--- src/rtl/bhq_pkg.sv ---
// bhq_pkg: shared types and fixed widths for the branch history bit queue.
// No dependencies.
package bhq_pkg;

  localparam int OpW        = 2;
  localparam int WordBits   = 64;   // window and append width
  localparam int LenW       = 7;
  localparam int OlderW     = 2;
  localparam int SlotBits   = 10;   // packed pointer width per slot
  localparam int PackedSlots = 4;
  localparam int ChainW     = SlotBits * PackedSlots;
  localparam int GrpW       = 2;
  localparam int PaddrW     = 3;
  localparam int PdataW     = 32;

  // register index, taken from paddr[2]
  localparam logic [0:0] RegDelayedRead = 1'b0;

  typedef enum logic [OpW-1:0] {
    OpAppend  = 2'd0,
    OpRead    = 2'd1,
    OpSnap    = 2'd2,
    OpRestore = 2'd3
  } op_e;

endpackage

--- src/rtl/branch_history_bit_queue.sv ---
// branch_history_bit_queue: top level, circular history store, pointer chain,
// read and write paths, APB register. Depends on bhq_pkg.

// Branch history bit queue. History lives in a circular store of STORE_BITS
// bits (a power of two, 256 to 1024), held as 64-bit rows split over two
// banks (even rows, odd rows) so that any 64-bit span touches one row of each
// bank. Every row has a valid flop cleared at reset; a row that was never
// written reads as zeros and is written whole on its first write, so there is
// no clearing pass after reset. Append, snapshot and restore words each write
// the store once in the input stage and can follow back to back; a snapshot
// waits only for room in the result stage. A read word holds the input stage
// until its GROUPS windows have issued, one window per cycle while the result
// stage has room, set by the single read port of each bank. A result word
// passes the input, read-data and output registers. Snapshot and read results
// leave in input order. delayed_read_mode (APB offset 0, bit 0) makes reads
// use the pointer OLD_SLOTS-1-older_in_flight slots back (older_in_flight
// saturates at OLD_SLOTS-1) instead of the newest one.
// Write the register only while the block is idle.
module branch_history_bit_queue #(
  parameter int STORE_BITS = 1024,
  parameter int OLD_SLOTS  = 4,
  parameter int GROUPS     = 4
) (
  input  logic                          clk_i,
  input  logic                          rst_ni,
  // input words
  input  logic                          in_valid_i,
  output logic                          in_ready_o,
  input  logic [bhq_pkg::OpW-1:0]       op_i,
  input  logic [bhq_pkg::WordBits-1:0]  new_bits_i,
  input  logic [bhq_pkg::LenW-1:0]      append_length_i,
  input  logic [bhq_pkg::OlderW-1:0]    older_in_flight_i,
  input  logic [bhq_pkg::ChainW-1:0]    restore_pointers_i,
  // result words
  output logic                          out_valid_o,
  input  logic                          out_ready_i,
  output logic [bhq_pkg::WordBits-1:0]  history_window_o,
  output logic [bhq_pkg::GrpW-1:0]      group_index_o,
  output logic [bhq_pkg::ChainW-1:0]    pointer_snapshot_o,
  output logic                          last_result_o,
  // APB register port
  input  logic                          psel,
  input  logic                          penable,
  input  logic                          pwrite,
  input  logic [bhq_pkg::PaddrW-1:0]    paddr,
  input  logic [bhq_pkg::PdataW-1:0]    pwdata,
  output logic [bhq_pkg::PdataW-1:0]    prdata,
  output logic                          pready
);
  import bhq_pkg::*;

  localparam int PtrW   = $clog2(STORE_BITS);
  localparam int RowW   = PtrW - 6;            // row index width
  localparam int Rows   = STORE_BITS / WordBits;
  localparam int BankAw = RowW - 1;
  localparam int BankD  = Rows / 2;
  localparam int SlotW  = (OLD_SLOTS > 1) ? $clog2(OLD_SLOTS) : 1;

  typedef logic [PtrW-1:0] ptr_t;

  // ---------------------------------------------------------------------
  // APB register
  // ---------------------------------------------------------------------
  logic delayed_mode_q;
  logic reg_hit;

  assign pready  = 1'b1;
  assign reg_hit = (paddr[2:2] == RegDelayedRead);
  assign prdata  = reg_hit ? {{(PdataW-1){1'b0}}, delayed_mode_q} : '0;

  always_ff @(posedge clk_i or negedge rst_ni) begin
    if (!rst_ni) begin
      delayed_mode_q <= 1'b0;
    end else if (psel && penable && pwrite && pready && reg_hit) begin
      delayed_mode_q <= pwdata[0];
    end
  end

  // ---------------------------------------------------------------------
  // Input stage (S1)
  // ---------------------------------------------------------------------
  logic                  s1_vld_q;
  op_e                   s1_op_q;
  logic [WordBits-1:0]   s1_bits_q;
  logic [LenW-1:0]       s1_len_q;
  logic [OlderW-1:0]     s1_older_q;
  logic [ChainW-1:0]     s1_restore_q;
  logic [GrpW-1:0]       grp_q;

  logic s2_vld_q, s2_adv, s2_free;
  logic out_vld_q;
  logic is_rd, is_snap, is_plain;
  logic rd_issue, snap_issue, grp_last, s1_done, mem_we;

  always_comb begin
    is_rd    = 1'b0;
    is_snap  = 1'b0;
    is_plain = 1'b0;
    case (s1_op_q)
      OpAppend:  is_plain = 1'b1;
      OpRead:    is_rd    = 1'b1;
      OpSnap:    is_snap  = 1'b1;
      OpRestore: is_plain = 1'b1;
      default:   is_plain = 1'b1;
    endcase
  end

  assign s2_adv     = s2_vld_q && (!out_vld_q || out_ready_i);
  assign s2_free    = !s2_vld_q || s2_adv;
  assign grp_last   = (grp_q == GrpW'(GROUPS - 1));
  assign rd_issue   = s1_vld_q && is_rd && s2_free;
  assign snap_issue = s1_vld_q && is_snap && s2_free;
  assign mem_we     = s1_vld_q && (is_plain || snap_issue);
  assign s1_done    = mem_we || (rd_issue && grp_last);
  assign in_ready_o = !s1_vld_q || s1_done;

  always_ff @(posedge clk_i or negedge rst_ni) begin
    if (!rst_ni) begin
      s1_vld_q <= 1'b0;
      grp_q    <= '0;
    end else begin
      if (in_valid_i && in_ready_o) begin
        s1_vld_q <= 1'b1;
      end else if (s1_done) begin
        s1_vld_q <= 1'b0;
      end
      if (rd_issue) begin
        grp_q <= grp_last ? '0 : grp_q + GrpW'(1);
      end
    end
  end

  always_ff @(posedge clk_i) begin
    if (in_valid_i && in_ready_o) begin
      s1_op_q      <= op_e'(op_i);
      s1_bits_q    <= new_bits_i;
      s1_len_q     <= append_length_i;
      s1_older_q   <= older_in_flight_i;
      s1_restore_q <= restore_pointers_i;
    end
  end

  // ---------------------------------------------------------------------
  // Pointer chain
  // ---------------------------------------------------------------------
  ptr_t              chain_q   [OLD_SLOTS];
  ptr_t              base_chain[OLD_SLOTS];
  ptr_t              next_chain[OLD_SLOTS];
  logic [ChainW-1:0] snap_pack;
  logic [LenW-1:0]   len_sat;
  ptr_t              wr_ptr;

  assign len_sat = (s1_len_q > LenW'(WordBits)) ? LenW'(WordBits) : s1_len_q;

  for (genvar i = 0; i < OLD_SLOTS; i++) begin : g_restore
    if (i < PackedSlots) begin : g_packed
      logic [PtrW+SlotBits-1:0] fld_ext;
      assign fld_ext = {{PtrW{1'b0}}, s1_restore_q[i*SlotBits +: SlotBits]};
      assign base_chain[i] = (s1_op_q == OpRestore) ? fld_ext[PtrW-1:0] : chain_q[i];
    end else begin : g_unpacked
      assign base_chain[i] = (s1_op_q == OpRestore) ? '0 : chain_q[i];
    end
  end

  assign wr_ptr        = base_chain[0];
  assign next_chain[0] = wr_ptr + PtrW'(len_sat);
  for (genvar i = 1; i < OLD_SLOTS; i++) begin : g_shift
    assign next_chain[i] = base_chain[i-1];
  end

  for (genvar i = 0; i < PackedSlots; i++) begin : g_pack
    if (i < OLD_SLOTS) begin : g_have
      logic [PtrW+SlotBits-1:0] slot_ext;
      assign slot_ext = {{SlotBits{1'b0}}, chain_q[i]};
      assign snap_pack[i*SlotBits +: SlotBits] = slot_ext[SlotBits-1:0];
    end else begin : g_none
      assign snap_pack[i*SlotBits +: SlotBits] = '0;
    end
  end

  always_ff @(posedge clk_i or negedge rst_ni) begin
    if (!rst_ni) begin
      for (int i = 0; i < OLD_SLOTS; i++) chain_q[i] <= '0;
    end else if (mem_we) begin
      for (int i = 0; i < OLD_SLOTS; i++) chain_q[i] <= next_chain[i];
    end
  end

  // read pointer: newest slot, or an older one in delayed mode
  logic [2:0]  older_sat;
  logic [2:0]  rd_slot;
  ptr_t        rd_ptr;
  logic [8:0]  rd_back;
  logic [PtrW+8:0] rd_back_ext;
  ptr_t        rd_start;

  always_comb begin
    older_sat = {1'b0, s1_older_q};
    if (older_sat > 3'(OLD_SLOTS - 1)) older_sat = 3'(OLD_SLOTS - 1);
    rd_slot = 3'(OLD_SLOTS - 1) - older_sat;
  end

  assign rd_ptr      = delayed_mode_q ? chain_q[rd_slot[SlotW-1:0]] : chain_q[0];
  // window g covers [ptr - 64*(g+1), ptr - 64*g)
  assign rd_back     = {3'({1'b0, grp_q}) + 3'd1, 6'd0};
  assign rd_back_ext = {{PtrW{1'b0}}, rd_back};
  assign rd_start    = rd_ptr - rd_back_ext[PtrW-1:0];

  // ---------------------------------------------------------------------
  // History store: two banks of 64-bit rows, valid flop per row
  // ---------------------------------------------------------------------
  ptr_t                acc_pos;
  logic [RowW-1:0]     row_lo, row_hi;
  logic [5:0]          acc_off;
  logic [BankAw-1:0]   addr0, addr1;
  logic [WordBits-1:0] len_mask;
  logic [2*WordBits-1:0] wdata_span, wmask_span;
  logic [WordBits-1:0] wd_lo, wd_hi, wm_lo, wm_hi;
  logic [WordBits-1:0] wd0, wd1, wm0, wm1;
  logic [Rows-1:0]     row_vld_q;

  logic [WordBits-1:0] mem0_q [BankD];
  logic [WordBits-1:0] mem1_q [BankD];
  logic [WordBits-1:0] rd0_q, rd1_q;

  assign acc_pos = is_rd ? rd_start : wr_ptr;
  assign row_lo  = acc_pos[PtrW-1:6];
  assign row_hi  = row_lo + RowW'(1);
  assign acc_off = acc_pos[5:0];
  assign addr0   = row_lo[0] ? row_hi[RowW-1:1] : row_lo[RowW-1:1];
  assign addr1   = row_lo[0] ? row_lo[RowW-1:1] : row_hi[RowW-1:1];

  assign len_mask   = len_sat[6] ? '1 : ((WordBits'(1) << len_sat[5:0]) - WordBits'(1));
  assign wdata_span = {{WordBits{1'b0}}, s1_bits_q & len_mask} << acc_off;
  assign wmask_span = {{WordBits{1'b0}}, len_mask} << acc_off;

  // a row never written gets all its bits, zero outside the new ones
  assign wd_lo = wdata_span[WordBits-1:0];
  assign wd_hi = wdata_span[2*WordBits-1:WordBits];
  assign wm_lo = row_vld_q[row_lo] ? wmask_span[WordBits-1:0] : '1;
  assign wm_hi = row_vld_q[row_hi] ? wmask_span[2*WordBits-1:WordBits] : '1;

  assign wd0 = row_lo[0] ? wd_hi : wd_lo;
  assign wm0 = row_lo[0] ? wm_hi : wm_lo;
  assign wd1 = row_lo[0] ? wd_lo : wd_hi;
  assign wm1 = row_lo[0] ? wm_lo : wm_hi;

  always_ff @(posedge clk_i or negedge rst_ni) begin
    if (!rst_ni) begin
      row_vld_q <= '0;
    end else if (mem_we) begin
      row_vld_q[row_lo] <= 1'b1;
      row_vld_q[row_hi] <= 1'b1;
    end
  end

  always_ff @(posedge clk_i) begin
    if (mem_we) begin
      for (int b = 0; b < WordBits; b++) begin
        if (wm0[b]) mem0_q[addr0][b] <= wd0[b];
        if (wm1[b]) mem1_q[addr1][b] <= wd1[b];
      end
    end
    if (rd_issue) begin
      rd0_q <= mem0_q[addr0];
      rd1_q <= mem1_q[addr1];
    end
  end

  // ---------------------------------------------------------------------
  // Read-data stage (S2)
  // ---------------------------------------------------------------------
  logic              s2_is_rd_q, s2_last_q, s2_lob_q, s2_vlo_q, s2_vhi_q;
  logic [GrpW-1:0]   s2_grp_q;
  logic [5:0]        s2_off_q;
  logic [ChainW-1:0] s2_snap_q;

  always_ff @(posedge clk_i or negedge rst_ni) begin
    if (!rst_ni) begin
      s2_vld_q <= 1'b0;
    end else if (rd_issue || snap_issue) begin
      s2_vld_q <= 1'b1;
    end else if (s2_adv) begin
      s2_vld_q <= 1'b0;
    end
  end

  always_ff @(posedge clk_i) begin
    if (rd_issue || snap_issue) begin
      s2_is_rd_q <= is_rd;
      s2_last_q  <= snap_issue || grp_last;
      s2_grp_q   <= is_rd ? grp_q : '0;
      s2_off_q   <= acc_off;
      s2_lob_q   <= row_lo[0];
      s2_vlo_q   <= row_vld_q[row_lo];
      s2_vhi_q   <= row_vld_q[row_hi];
      s2_snap_q  <= snap_pack;
    end
  end

  logic [WordBits-1:0]   lo_word, hi_word, win;
  logic [2*WordBits-1:0] rd_span;

  assign lo_word = s2_vlo_q ? (s2_lob_q ? rd1_q : rd0_q) : '0;
  assign hi_word = s2_vhi_q ? (s2_lob_q ? rd0_q : rd1_q) : '0;
  assign rd_span = {hi_word, lo_word} >> s2_off_q;

  // most recent bit first
  always_comb begin
    for (int k = 0; k < WordBits; k++) begin
      win[k] = s2_is_rd_q ? rd_span[WordBits-1-k] : 1'b0;
    end
  end

  // ---------------------------------------------------------------------
  // Output register
  // ---------------------------------------------------------------------
  always_ff @(posedge clk_i or negedge rst_ni) begin
    if (!rst_ni) begin
      out_vld_q <= 1'b0;
    end else if (s2_adv) begin
      out_vld_q <= 1'b1;
    end else if (out_ready_i) begin
      out_vld_q <= 1'b0;
    end
  end

  always_ff @(posedge clk_i) begin
    if (s2_adv) begin
      history_window_o   <= win;
      group_index_o      <= s2_grp_q;
      pointer_snapshot_o <= s2_snap_q;
      last_result_o      <= s2_last_q;
    end
  end

  assign out_valid_o = out_vld_q;

  // ---------------------------------------------------------------------
  // Assertions
  // ---------------------------------------------------------------------
  a_no_rw_same_cycle: assert property (@(posedge clk_i) disable iff (!rst_ni)
    !(mem_we && rd_issue))
    else $error("store written and read in the same cycle");

  a_read_holds_input: assert property (@(posedge clk_i) disable iff (!rst_ni)
    (rd_issue && !grp_last) |-> !in_ready_o)
    else $error("input taken before the last window of a read issued");

  a_last_group: assert property (@(posedge clk_i) disable iff (!rst_ni)
    (out_valid_o && last_result_o && group_index_o != '0)
      |-> (group_index_o == GrpW'(GROUPS - 1)))
    else $error("last window flagged on the wrong group");

  a_window_follows_issue: assert property (@(posedge clk_i) disable iff (!rst_ni)
    (rd_issue || snap_issue) |=> s2_vld_q)
    else $error("issued result lost before the read-data stage");

endmodule

--- config.mk ---
export PLATFORM = sky130hd
export DESIGN_NAME = branch_history_bit_queue
export DESIGN_NICKNAME = d
export VERILOG_FILES = /design/src/rtl/bhq_pkg.sv /design/src/rtl/branch_history_bit_queue.sv
export SDC_FILE = /design/constraint.sdc
export NUM_CORES = 2
export LEC_CHECK = 0
export BUFFER_PORTS_ARGS = -buffer_cell sky130_fd_sc_hd__buf_2
export CAP_MARGIN = 10
export CELL_PAD_IN_SITES_DETAIL_PLACEMENT = 1
export CELL_PAD_IN_SITES_GLOBAL_PLACEMENT = 1
export CORE_ASPECT_RATIO = 0.9
export CORE_UTILIZATION = 40
export DETAILED_ROUTE_END_ITERATION = 8
export PLACE_DENSITY_LB_ADDON = 0.1
export SETUP_SLACK_MARGIN = 0.05
export SYNTH_ARGS = -nofsm -noshare
export SYNTH_HDL_FRONTEND = slang
export SYNTH_SLANG_ARGS = --single-unit
--- constraint.sdc ---
create_clock -name clk_i -period 5.8 [get_ports clk_i]
set_clock_uncertainty 0.15 [all_clocks]
set_input_delay 0.58 -clock clk_i [delete_from_list [all_inputs] [get_ports clk_i]]
set_output_delay 0.58 -clock clk_i [all_outputs]
set_load 0.01 [all_outputs]
==> impl_metrics.py <==
metrics = {
    "route": {
        "drt-pass1-iter-count": 9,
        "vias_per_cell": 6.837,
        "drc": 0,
        "drt-total-wl_mm": 494.2,
        "drt_iter0_markers": 12571,
        "num_vias": 86349,
        "wl_per_cell_um": 39.13,
        "ant_nets": 0,
    },
    "timing": {
        "fin_crit_ns": 5.825,
        "finalCritPeriodShare_pct": 100.4,
        "tightest_slew_ns": 1.149,
        "hold_violations": 0,
        "fmax_mhz": 171.7,
        "final_max_slew_viol_count": 0,
        "setup_violations": 3,
        "slew_headroom_pct": 23.43,
        "holdWs_ns": 0.2530,
        "grt_setup_unrepaired": "no",
        "timing.final.ws_setup_ns": -0.02516,
    },
    "synth": {
        "synth_top_area_cell": "edfxtp_1",
        "ys_seq_elements": 1479,
        "mappedNetlistArea_mm2": 0.08843,
        "yosysWarnings": 0,
        "synthTopCellsByCount": "1417 x edfxtp_1, 1172 x nor2_1, 650 x nand2_1, 460 x clkbuf_1, 440 x mux2i_1",
        "synth.most_common_cell": "edfxtp_1",
        "synth.distinct_cells": 134,
        "synth_area_leaders": "edfxtp_1 48%, mux2i_1 5.0%, nor2_1 5.0%",
        "ys_async_sr_fraction_pct": 4.192,
        "yosysSeqAreaShare_pct": 49.87,
        "synthesis.instances": 8492,
        "synth-main-ff-cell": "edfxtp_1",
        "synth_edf_count": 1417,
        "yosysTopAreaCellShare_pct": 48.12,
        "synth_area_per_cell_um2": 10.41,
    },
    "power_and_ir_drop": {
        "total_power_mw": 83.44,
        "p_per_area_mw_per_mm2": 765.7,
        "peakVddDrop_uv": 469.7,
        "p_leak_nw": 39.08,
    },
    "status": {
        "violations": "setup timing",
        "status": "complete, but fails checks",
    },
    "setup_path": {
        "cp_top_family": "compound AO/OA/AOI/OAI gates",
        "crit_start": "s1_op_q[0]",
        "path_cells": "ha_2, buf_4, mux2_1, o22a_1, buf_4, a21oi_1, buf_4, nand2_1, nor3_1, a2111oi_2, a211oi_1, a311oi_1, buf_4, o21ai_1, buf_12, nor2_1",
        "worstPathRequired_ns": 6.21,
        "worst_setup_path_end_kind": "register",
        "critPathLaunchType": "register",
        "cp_data_arrival_time_ns": 6.24,
        "reg2reg_from": "s1_op_q[0]",
        "cp_slowest_cell": "a211oi_1",
        "path_buf_inv": 5,
        "critPathMaxStageDelay_ns": 0.78,
        "crit_path_max_fanout": 26,
        "crit_type": "register to register",
        "cp_common_cell": "buf_4",
    },
    "placed_design": {
        "io_buffer_count": 223,
        "dp.cells": 12224,
        "dpl.hpwl_mm": 376.3,
        "gp_congestion": 1.115,
        "place_area_mm2": 0.1024,
    },
    "global_route": {
        "antenna_found_initial": 37,
        "grt_use_total_pct": 43.09,
        "use_met2_pct": 63.12,
        "grt_pass1_vias": 83268,
        "grt_pass1_wl_mm": 672.3,
        "use_met1_pct": 58.32,
        "grtUsageMet3_pct": 12.51,
        "grt_max_degree": 146,
        "top_usage_layer": "met2",
        "grt_overflow": 0,
    },
    "cts": {
        "cts_root_buf": "clkbuf_16",
        "clock_tree.buffer_depth": 3,
        "clkSlewWorstSetupHoldPaths_ns": 0.07,
        "cts_sinks": 1479,
        "cts_tree": "done",
        "cts-buffers-inserted": 151,
        "clock_latency_ns": 0.88,
        "h-tree-depth": 4,
    },
    "cells_and_area": {
        "regArea_mm2": 0.04410,
        "fin_util_pct": 49.66,
        "design_area_mm2": 0.1090,
        "final_layout_size_suffix_gt1_share_pct": 24.12,
        "multi_input_area_mm2": 0.04165,
        "fill_cells": 23767,
        "fin_nets": 9787,
        "final_cells": 12630,
        "area_delta_synth_final_pct": 23.22,
    },
    "run": {
        "max-cap-violations": 0,
    },
    "die": {
        "ios": 299,
        "die_w_um": 497.6,
        "rows": 163,
        "fp.dieH_um": 448.1,
        "core_mm2": 0.2194,
        "initial_core_util_pct": 40.30,
        "die_area_mm2": 0.2230,
    },
    "worst_hold_path": {
        "hp-class": "register to register",
        "min_from": "s2_snap_q[24]",
    },
}
-- final timing paths --
kind	end	slack, ns	depth (start not counted)
max	mem0_q[4][22]	-0.03	16
min reg2reg	pointer_snapshot_o[24]	0.25	0
max reg2reg	mem0_q[4][22]	-0.03	16
max in group asynchronous	chain_q[37]	4.49	3
min	pointer_snapshot_o[24]	0.25	0
min in group asynchronous	chain_q[11]	0.36	3
-- routing by layer --
layer,part of all wire [%],up-vias
met5,0.032,-
met4,5.5,26
met3,12,1123
met2,42,5393
met1,40,44436
li1,-,35371
-- where the power goes --
part | total (mW) | leakage [nW] | switching, mW | internal [mW]
Combinational | 56.0 | 22.9 | 38.2 | 17.8
Sequential | 17.7 | 13.8 | 1.24 | 16.4
Clock | 9.73 | 2.33 | 4.51 | 5.22
-- state kept, by name (all words and copies together), names as in the netlist, 6 cells and up --
signal              count
rd1_q                  64
s2_snap_q              40
s1_bits_q              64
row_vld_q              16
chain_q                40
history_window_o       64
pointer_snapshot_o     40
s1_restore_q           30
mem0_q                512
mem1_q                512
s2_off_q                6
s1_len_q                7
rd0_q                  64
-- placed cells by master (no fill, tap or decap), types with 43 or more instances in the layout --
cell type / count
nand4_1: 113
nand3_1: 262
o21ai_1: 51
mux2i_1: 437
nor3_1: 329
o221ai_1: 56
buf_4: 1217
and2_1: 56
buf_2: 223
clkbuf_16: 151
mux4_2: 118
o211ai_1: 143
nor3b_1: 107
clkbuf_1: 43
edfxtp_1: 1417
dfrtp_1: 62
dlygate4sd3_1: 110
a22oi_1: 302
a211oi_1: 124
a222oi_1: 72
nand2_1: 648
a221oi_1: 62
o31ai_1: 67
a31oi_1: 76
mux2_2: 117
buf_12: 157
a21oi_1: 366
o22ai_1: 141
nor2_1: 1151
o21ai_0: 425
-- kinds of logic (layout without fill, tap and decap cells) --
kind of cell | count (synthesis) | count (layout) | share of synthesized area, %
fa+ha+maj | 22 | 22 | 0.3141
buf+inv | 819 | 2028 | 4.001
other cells | 2 | 44 | 0.008492
compound gates | 2494 | 2494 | 20.43
xor+xnor | 21 | 21 | 0.2250
mux | 679 | 679 | 9.535
flops | 1479 | 1479 | 49.87
simple gates | 2976 | 2976 | 15.62
-- cell type report --
cell class / instances / area share, %
sequential: 1479 / 40.47
antenna: 12 / 0.02756
inverter: 46 / 0.1826
clock inverter: 76 / 0.7980
clock buffer: 198 / 3.666
tap: 2887 / 3.315
timing repair buffer: 1708 / 13.31
multi-input combinational: 6224 / 38.22
-- stage by stage --
step	setup slack, ns	setup TNS, ns
2_1_floorplan	0.1030	0
6_report	-0.02516	-0.04198
3_5_place_dp	-0.2735	-6.687
4_1_cts	0.05415	0
5_1_grt	0.06218	0
3_3_place_gp	-0.08080	-0.5467
-- repair_timing --
item | 4_1_cts | 5_1_grt
setup endpoints to repair | 551 | 897
endpoints found under the hold margin | 179 | 0
pin swaps | 2 | 5
setup buffers | 4 | 6
cloned | 0 | 0
hold buffers | 110 | 0
gates resized for setup | 16 | 57
(Power assumes the default switching activity.)
